[src/hdl/sacl_ram.sv]
// Generic simple dual-port RAM with registered read.
module sacl_ram #(
    parameter int WIDTH = 8,
    parameter int DEPTH = 16
) (
    input  logic                                    clk,
    input  logic                                    we,
    input  logic [((DEPTH > 1) ? $clog2(DEPTH) : 1)-1:0] waddr,
    input  logic [WIDTH-1:0]                        wdata,
    input  logic                                    re,
    input  logic [((DEPTH > 1) ? $clog2(DEPTH) : 1)-1:0] raddr,
    output logic [WIDTH-1:0]                        rdata
);

    logic [WIDTH-1:0] mem [DEPTH];

    // Write port
    always_ff @(posedge clk)
    begin
        if (we)
        begin
            mem[waddr] <= wdata;
        end
    end

    // Registered read port
    always_ff @(posedge clk)
    begin
        if (re)
        begin
            rdata <= mem[raddr];
        end
    end

endmodule
[config.mk]
export PLATFORM = sky130hd
export DESIGN_NAME = sacl_ram
export DESIGN_NICKNAME = d
export VERILOG_FILES = /design/src/hdl/sacl_ram.sv
export SDC_FILE = /design/constraint.sdc
export NUM_CORES = 1
export LEC_CHECK = 0
export ABC_AREA = 0
export BUFFER_PORTS_ARGS = -buffer_cell sky130_fd_sc_hd__buf_4
export CORE_MARGIN = 5
export CORE_UTILIZATION = 60
export DETAILED_ROUTE_END_ITERATION = 7
export PLACE_DENSITY = 0.83
export SLEW_MARGIN = 10
export SYNTH_ARGS = -nofsm -noshare
export SYNTH_HDL_FRONTEND = slang
export SYNTH_SLANG_ARGS = --single-unit
[constraint.sdc]
create_clock -name clk -period 1.7 [get_ports clk]
set_input_delay 0.085 -clock clk [delete_from_list [all_inputs] [get_ports clk]]
set_output_delay 0.085 -clock clk [all_outputs]
set_load 0.03 [all_outputs]
==> impl_metrics.yaml, run 1 <==
routing:
  ant_nets: 0
  routedWlPerCell_um: 25.24
  viasPerCell: 6.280
  remaining_drc_errors: 0
  first_iter_violations: 214
  routed-via-count: 2600
  drtPass1Iterations: 5
  totalWireLength_mm: 10.45
sta:
  period_share_pct: 90.53
  slew-limit-headroom_pct: 72.98
  final_max_slew_viol_count: 0
  timing.hold.ws_ns: 0.1010
  layout_min_cycle_time_ns: 1.539
  timing.fmax_ghz: 0.6497
  worst_slack_ns: 0.1609
  rsz0062_at_grt: "false"
  hold_viol_final: 0
  skew_ns: 0.01097
  tightest_slew_ns: 0.4053
  tns_ns: 0
  setup_viol: 0
placement:
  gp_congestion: 0.7708
  portBuffers: 26
  dpl.hpwl_mm: 6.149
  pre_cts_ws_ns: 0.06038
critical_path:
  critPathLaunchType: "register"
  r2r_end: "rdata[5]"
  reg2reg_from: "mem[1][5]"
  crit_path_cell_trace: "mux4_1, a22oi_1, nand2_1"
  cp-startpoint: "mem[1][5]"
  critPathArrivalTime_ns: 1.80
  cp-end-kind: "register"
  cp_slowest_cell: "mux4_1"
  critPathRequiredTime_ns: 1.96
  crit_type: "reg2reg"
  worstPathMaxFanout: 1
  endpoint: "rdata[5]"
  max_stage_delay_ns: 0.54
  r2r_cells: 3
  reg2reg_slack_ns: 0.16
yosys:
  yosysTopAreaCell: "edfxtp_1"
  netlist-cell-type-count: 18
  yosysSeqAreaShare_pct: 78.12
  syn_area_sq_um: 5228
  synth_top_cell_area_share_pct: 78.12
  synth_warnings: 0
  avgSynthCellArea_sq_um: 22.83
  synth_cells: 229
  ys_seq_elements: 136
  synthTopCellsByArea: "edfxtp_1 (78%), mux4_2 (7.8%), mux4_1 (7.0%), a22oi_1 (2.3%), nor2_1 (0.93%)"
  syn_nets: 248
final_layout:
  multi_input_area_sq_um: 1057
  drive_gt1_share_pct: 30.39
  nets: 314
  area_growth_pct: 20.87
  fillers: 455
  ff_latch_area_sq_um: 4084
  diodes: 0
  utilization_pct: 73.53
clock_tree:
  cts.sinks: 136
  htree_num_levels: 4
  cts_tree: "built"
  clkTransAtPathRegs_ns: 0.06
  cts.path.max_buffers: 2
  cts_resized: 0
  root_buffer: "clkbuf_8"
  numCtsBuffers: 17
  clk_latency_ns: 0.51
global_route:
  grt_pass1_wl_mm: 16.28
  grt-ovfl-total: 0
  antenna_found_initial: 0
  grt_max_degree: 20
  first_global_vias: 2744
  grt_usage_pct: 22.39
pwr:
  powerDensity_nw_per_um2: 1214
  power.leakage_nw: 2.167
  vdd_drop_max_mv: 0.6206
floorplanning:
  die_x_um: 103.3
  placementRows: 34
  fp.dieH_um: 103.3
  io_pins: 27
  coreArea_sq_um: 8593
  fp.dieArea_sq_um: 10680
  start_util_pct: 60.83
min_path:
  hold_class: "in2reg"
status:
  status: "finished, final reports clean"
flow_run:
  cap_violations: 0
critical path, delay by kind of cell, from the launching register on:
family	cells	cell delay, ns
multiplexers	1	0.54
flip-flops	1	0.39
AO/OA/AOI/OAI	1	0.27
AND/OR/NAND/NOR	1	0.09
worst min path at each step:
stage	cells past startpoint	start	slack (ns)	to
2_1_floorplan	0	wdata[0]	0.18	mem[0][0]
3_3_place_gp	1	wdata[3]	0.39	mem[14][3]
3_5_place_dp	1	wdata[3]	0.39	mem[14][3]
4_1_cts	3	waddr[0]	0.07	mem[8][2]
5_1_grt	3	waddr[0]	0.1	mem[0][6]
6_report	3	waddr[0]	0.10	mem[8][2]
through the flow:
step	total power [mW]	cells	cell area [sq um]
after floorplan	4.086	229	5228
after global placement	4.257	375	5674
after detailed placement	4.274	375	5674
after CTS	7.729	414	6319
after global routing	7.914	414	6319
final	7.671	414	6319
where the power goes:
group          internal (mW)  switching (mW)  total, mW
clock                   2.19            1.25       3.44
combinational          0.191           0.232      0.422
sequential              3.78          0.0242       3.80
layer usage:
| metal | vias to the layer above | share of wire, % | GRT usage [%] |
|---|---|---|---|
| met5 | - | 0 | 0 |
| met4 | 0 | 1.8 | 7.570 |
| met3 | 14 | 8.2 | 6.237 |
| met2 | 139 | 50 | 34.51 |
| met1 | 1337 | 40 | 31.54 |
| li1 | 1110 | - | - |
cell families after synthesis:
family | synth area share, %
flip-flops | 78.12
multiplexers | 14.79
AO/OA/AOI/OAI | 2.298
AND/OR/NAND/NOR | 3.136
buffers and inverters | 1.651
synth_stat cells, drive strengths merged:
master and count:
nor2b 1, and2b 1, and2 1, clkdlybuf4s25 3, edfxtp 136, a22oi 16, nand2 9, nand3b 2
nand3 1, nor2 13, or3b 1, mux4 32, nor3 4, buf 7, nand2b 2
layout make-up:
class | instances | share of cell area (%)
clock buffer | 19 | 6.673
clock inverter | 11 | 2.099
multi-input combinational | 83 | 16.73
sequential | 136 | 64.63
tap | 108 | 2.139
timing repair buffer | 57 | 7.723
layout by cell type, fill, tap and decap left out, types with 2 or more instances in the layout:
master and n:
nand3b_1 2, nand2_1 9, nor3_1 4, clkinv_1 2
a22oi_1 16, clkinv_2 4, buf_4 45, clkbuf_16 16
mux4_2 18, clkbuf_1 2, nand2b_1 2, edfxtp_1 136
bufinv_16 3, buf_12 3, dlygate4sd3_1 9, nor2_1 13
clkinvlp_4 2, mux4_1 14
what timing repair did:
action                                 4_1_cts  5_1_grt
hold buffers                                 9        0
buffers inserted                             0        0
endpoints found under the hold margin      136        0
state kept, by name, indices dropped and copies added, names as in the netlist:
name,cells
mem,128
rdata,8
No activity file was read; power rests on OpenSTA's default activity.
==> inputs of run 2 (changes only) <==
CORE_UTILIZATION = 65   (was 60)
PLACE_DENSITY = 0.89   (was 0.83)
clock period = 1.87 ns   (was 1.7 ns; I/O delays follow)
==> impl_metrics.yaml, run 2 (synthesis results as in run 1) <==
clock_tree:
  postCtsSetupBuffers: 0
  cts.sinks: 136
  cts_tree: "built"
  cts.path.max_buffers: 2
  cts_hold_buf: 9
  numCtsBuffers: 17
  clk_latency_ns: 0.51
  clkTransAtPathRegs_ns: 0.06
  htree_num_levels: 4
  root_buffer: "clkbuf_8"
  cts_resized: 0
min_path:
  holdPathStages: 3
  hold_start: "waddr[0]"
  hold_class: "in2reg"
  hold_path_end: "mem[4][7]"
final_layout:
  fillers: 388
  final_common_cell: "edfxtp_1"
  multi_input_area_sq_um: 1057
  drive_gt1_share_pct: 30.72
  nets: 312
  area_growth_pct: 19.94
  layout_common_cells: "edfxtp_1 (136), buf_4 (45), mux4_2 (18), a22oi_1 (16), clkbuf_16 (16)"
  reg.largest.list: "mem (128), rdata (8)"
  regMostFlops: "mem"
  utilization_pct: 80.72
  diodes: 0
  ff_latch_area_sq_um: 4084
  largest_register_ffs: 128
pwr:
  pwr-share-seq_pct: 50.1
  power_frac_clock_pct: 44.5
  power.leakage_nw: 2.152
  powerDensity_nw_per_um2: 1101
  pwr-share-comb_pct: 5.4
  total_power_mw: 6.905
  intPower_mw: 5.485
  switching_share_pct: 20.56
  switchingPower_mw: 1.420
  vdd_drop_max_mv: 0.6815
critical_path:
  cp-end-kind: "register"
  worstPathMaxFanout: 1
  crit_path_cell_trace: "mux4_1, a22oi_1, nand2_1"
  cp_slowest_cell: "mux4_1"
  crit_type: "reg2reg"
  critPathArrivalTime_ns: 1.79
  reg2reg_slack_ns: 0.32
  critPathLaunchType: "register"
  r2r_cells: 3
  critPathRequiredTime_ns: 2.11
  max_stage_delay_ns: 0.52
  cp_num_buf_inv: 0
  r2r_end: "rdata[5]"
  reg2reg_from: "mem[1][5]"
  critPathTopFamily: "multiplexers"
floorplanning:
  fp.dieArea_sq_um: 9936
  io_pins: 27
  coreArea_sq_um: 7767
  start_util_pct: 67.30
  placementRows: 32
  fp.dieH_um: 99.68
  die_x_um: 99.68
routing:
  first_iter_violations: 299
  remaining_drc_errors: 0
  totalWireLength_mm: 10.67
  ant_nets: 0
  viasPerCell: 6.439
  drtPass1Iterations: 4
  routed-via-count: 2627
  routedWlPerCell_um: 26.16
global_route:
  antenna_found_initial: 0
  grt-ovfl-total: 0
  first_global_vias: 2787
  grt_max_degree: 33
  grt_pass1_wl_mm: 16.51
  grt_usage_pct: 24.07
sta:
  tns_ns: 0
  rsz0062_at_grt: "false"
  period_share_pct: 83.03
  tightest_slew_ns: 0.6665
  layout_min_cycle_time_ns: 1.553
  hold_viol_final: 0
  skew_ns: 0.008521
  final_max_slew_viol_count: 0
  setup_viol: 0
  slew-limit-headroom_pct: 55.40
  timing.fmax_ghz: 0.6441
placement:
  dpl.hpwl_mm: 6.493
  portBuffers: 26
  gp_congestion: 0.7593
status:
  status: "finished, final reports clean"
flow_run:
  cap_violations: 0
run 2: worst max path at each step:
stage | startpoint | end | cells past startpoint
after floorplan | waddr[2] | mem[0][0] | 2
after global placement | raddr[0] | rdata[0] | 5
after detailed placement | raddr[0] | rdata[5] | 5
after CTS | mem[2][6] | rdata[6] | 3
after global routing | mem[3][6] | rdata[6] | 3
final | mem[1][5] | rdata[5] | 3
run 2: per-stage QoR:
| stage | instance area (sq um) | setup WS [ns] | hold slack (ns) | instances |
|---|---|---|---|---|
| finish | 6270 | 0.3174 | 0.1075 | 408 |
| global route | 6270 | 0.2494 | 0.09864 | 408 |
| CTS | 6270 | 0.3147 | 0.08385 | 408 |
| detailed placement | 5627 | 0.1663 | 0.4067 | 367 |
| global placement | 5627 | 0.2150 | 0.3961 | 367 |
| floorplan | 5228 | 0.2836 | 0.1924 | 229 |
run 2: worst register-to-register path, delay by kind of cell, from the launching register on:
| kind | cells | cell delay (ns) |
|---|---|---|
| AO/OA/AOI/OAI | 1 | 0.25 |
| flip-flops | 1 | 0.37 |
| multiplexers | 1 | 0.52 |
| AND/OR/NAND/NOR | 1 | 0.14 |
run 2: final cells by class:
cell class	count	area share [%]
Tap cell	102	2.036
Clock buffer	19	6.725
Clock inverter	13	2.095
Multi-Input combinational cell	83	16.86
Sequential cell	136	65.14
Timing Repair Buffer	55	7.144
run 2: per-layer routing:
metal,wire length (um),share of wire (%),vias to the layer above,track usage (%)
li1,-,-,1111,-
met1,3957,37,1344,31.06
met2,5452,51,143,37.97
met3,781,7.3,29,5.610
met4,480,4.5,0,13.76
met5,0,0,-,0
run 2: power groups by stage:
| stage | Combinational [mW] | Clock, mW | Sequential (mW) |
|---|---|---|---|
| floorplan | 0.173 | 0 | 3.54 |
| global placement | 0.343 | 0 | 3.51 |
| detailed placement | 0.356 | 0 | 3.52 |
| CTS | 0.378 | 3.10 | 3.46 |
| global route | 0.403 | 3.27 | 3.46 |
| finish | 0.375 | 3.07 | 3.46 |
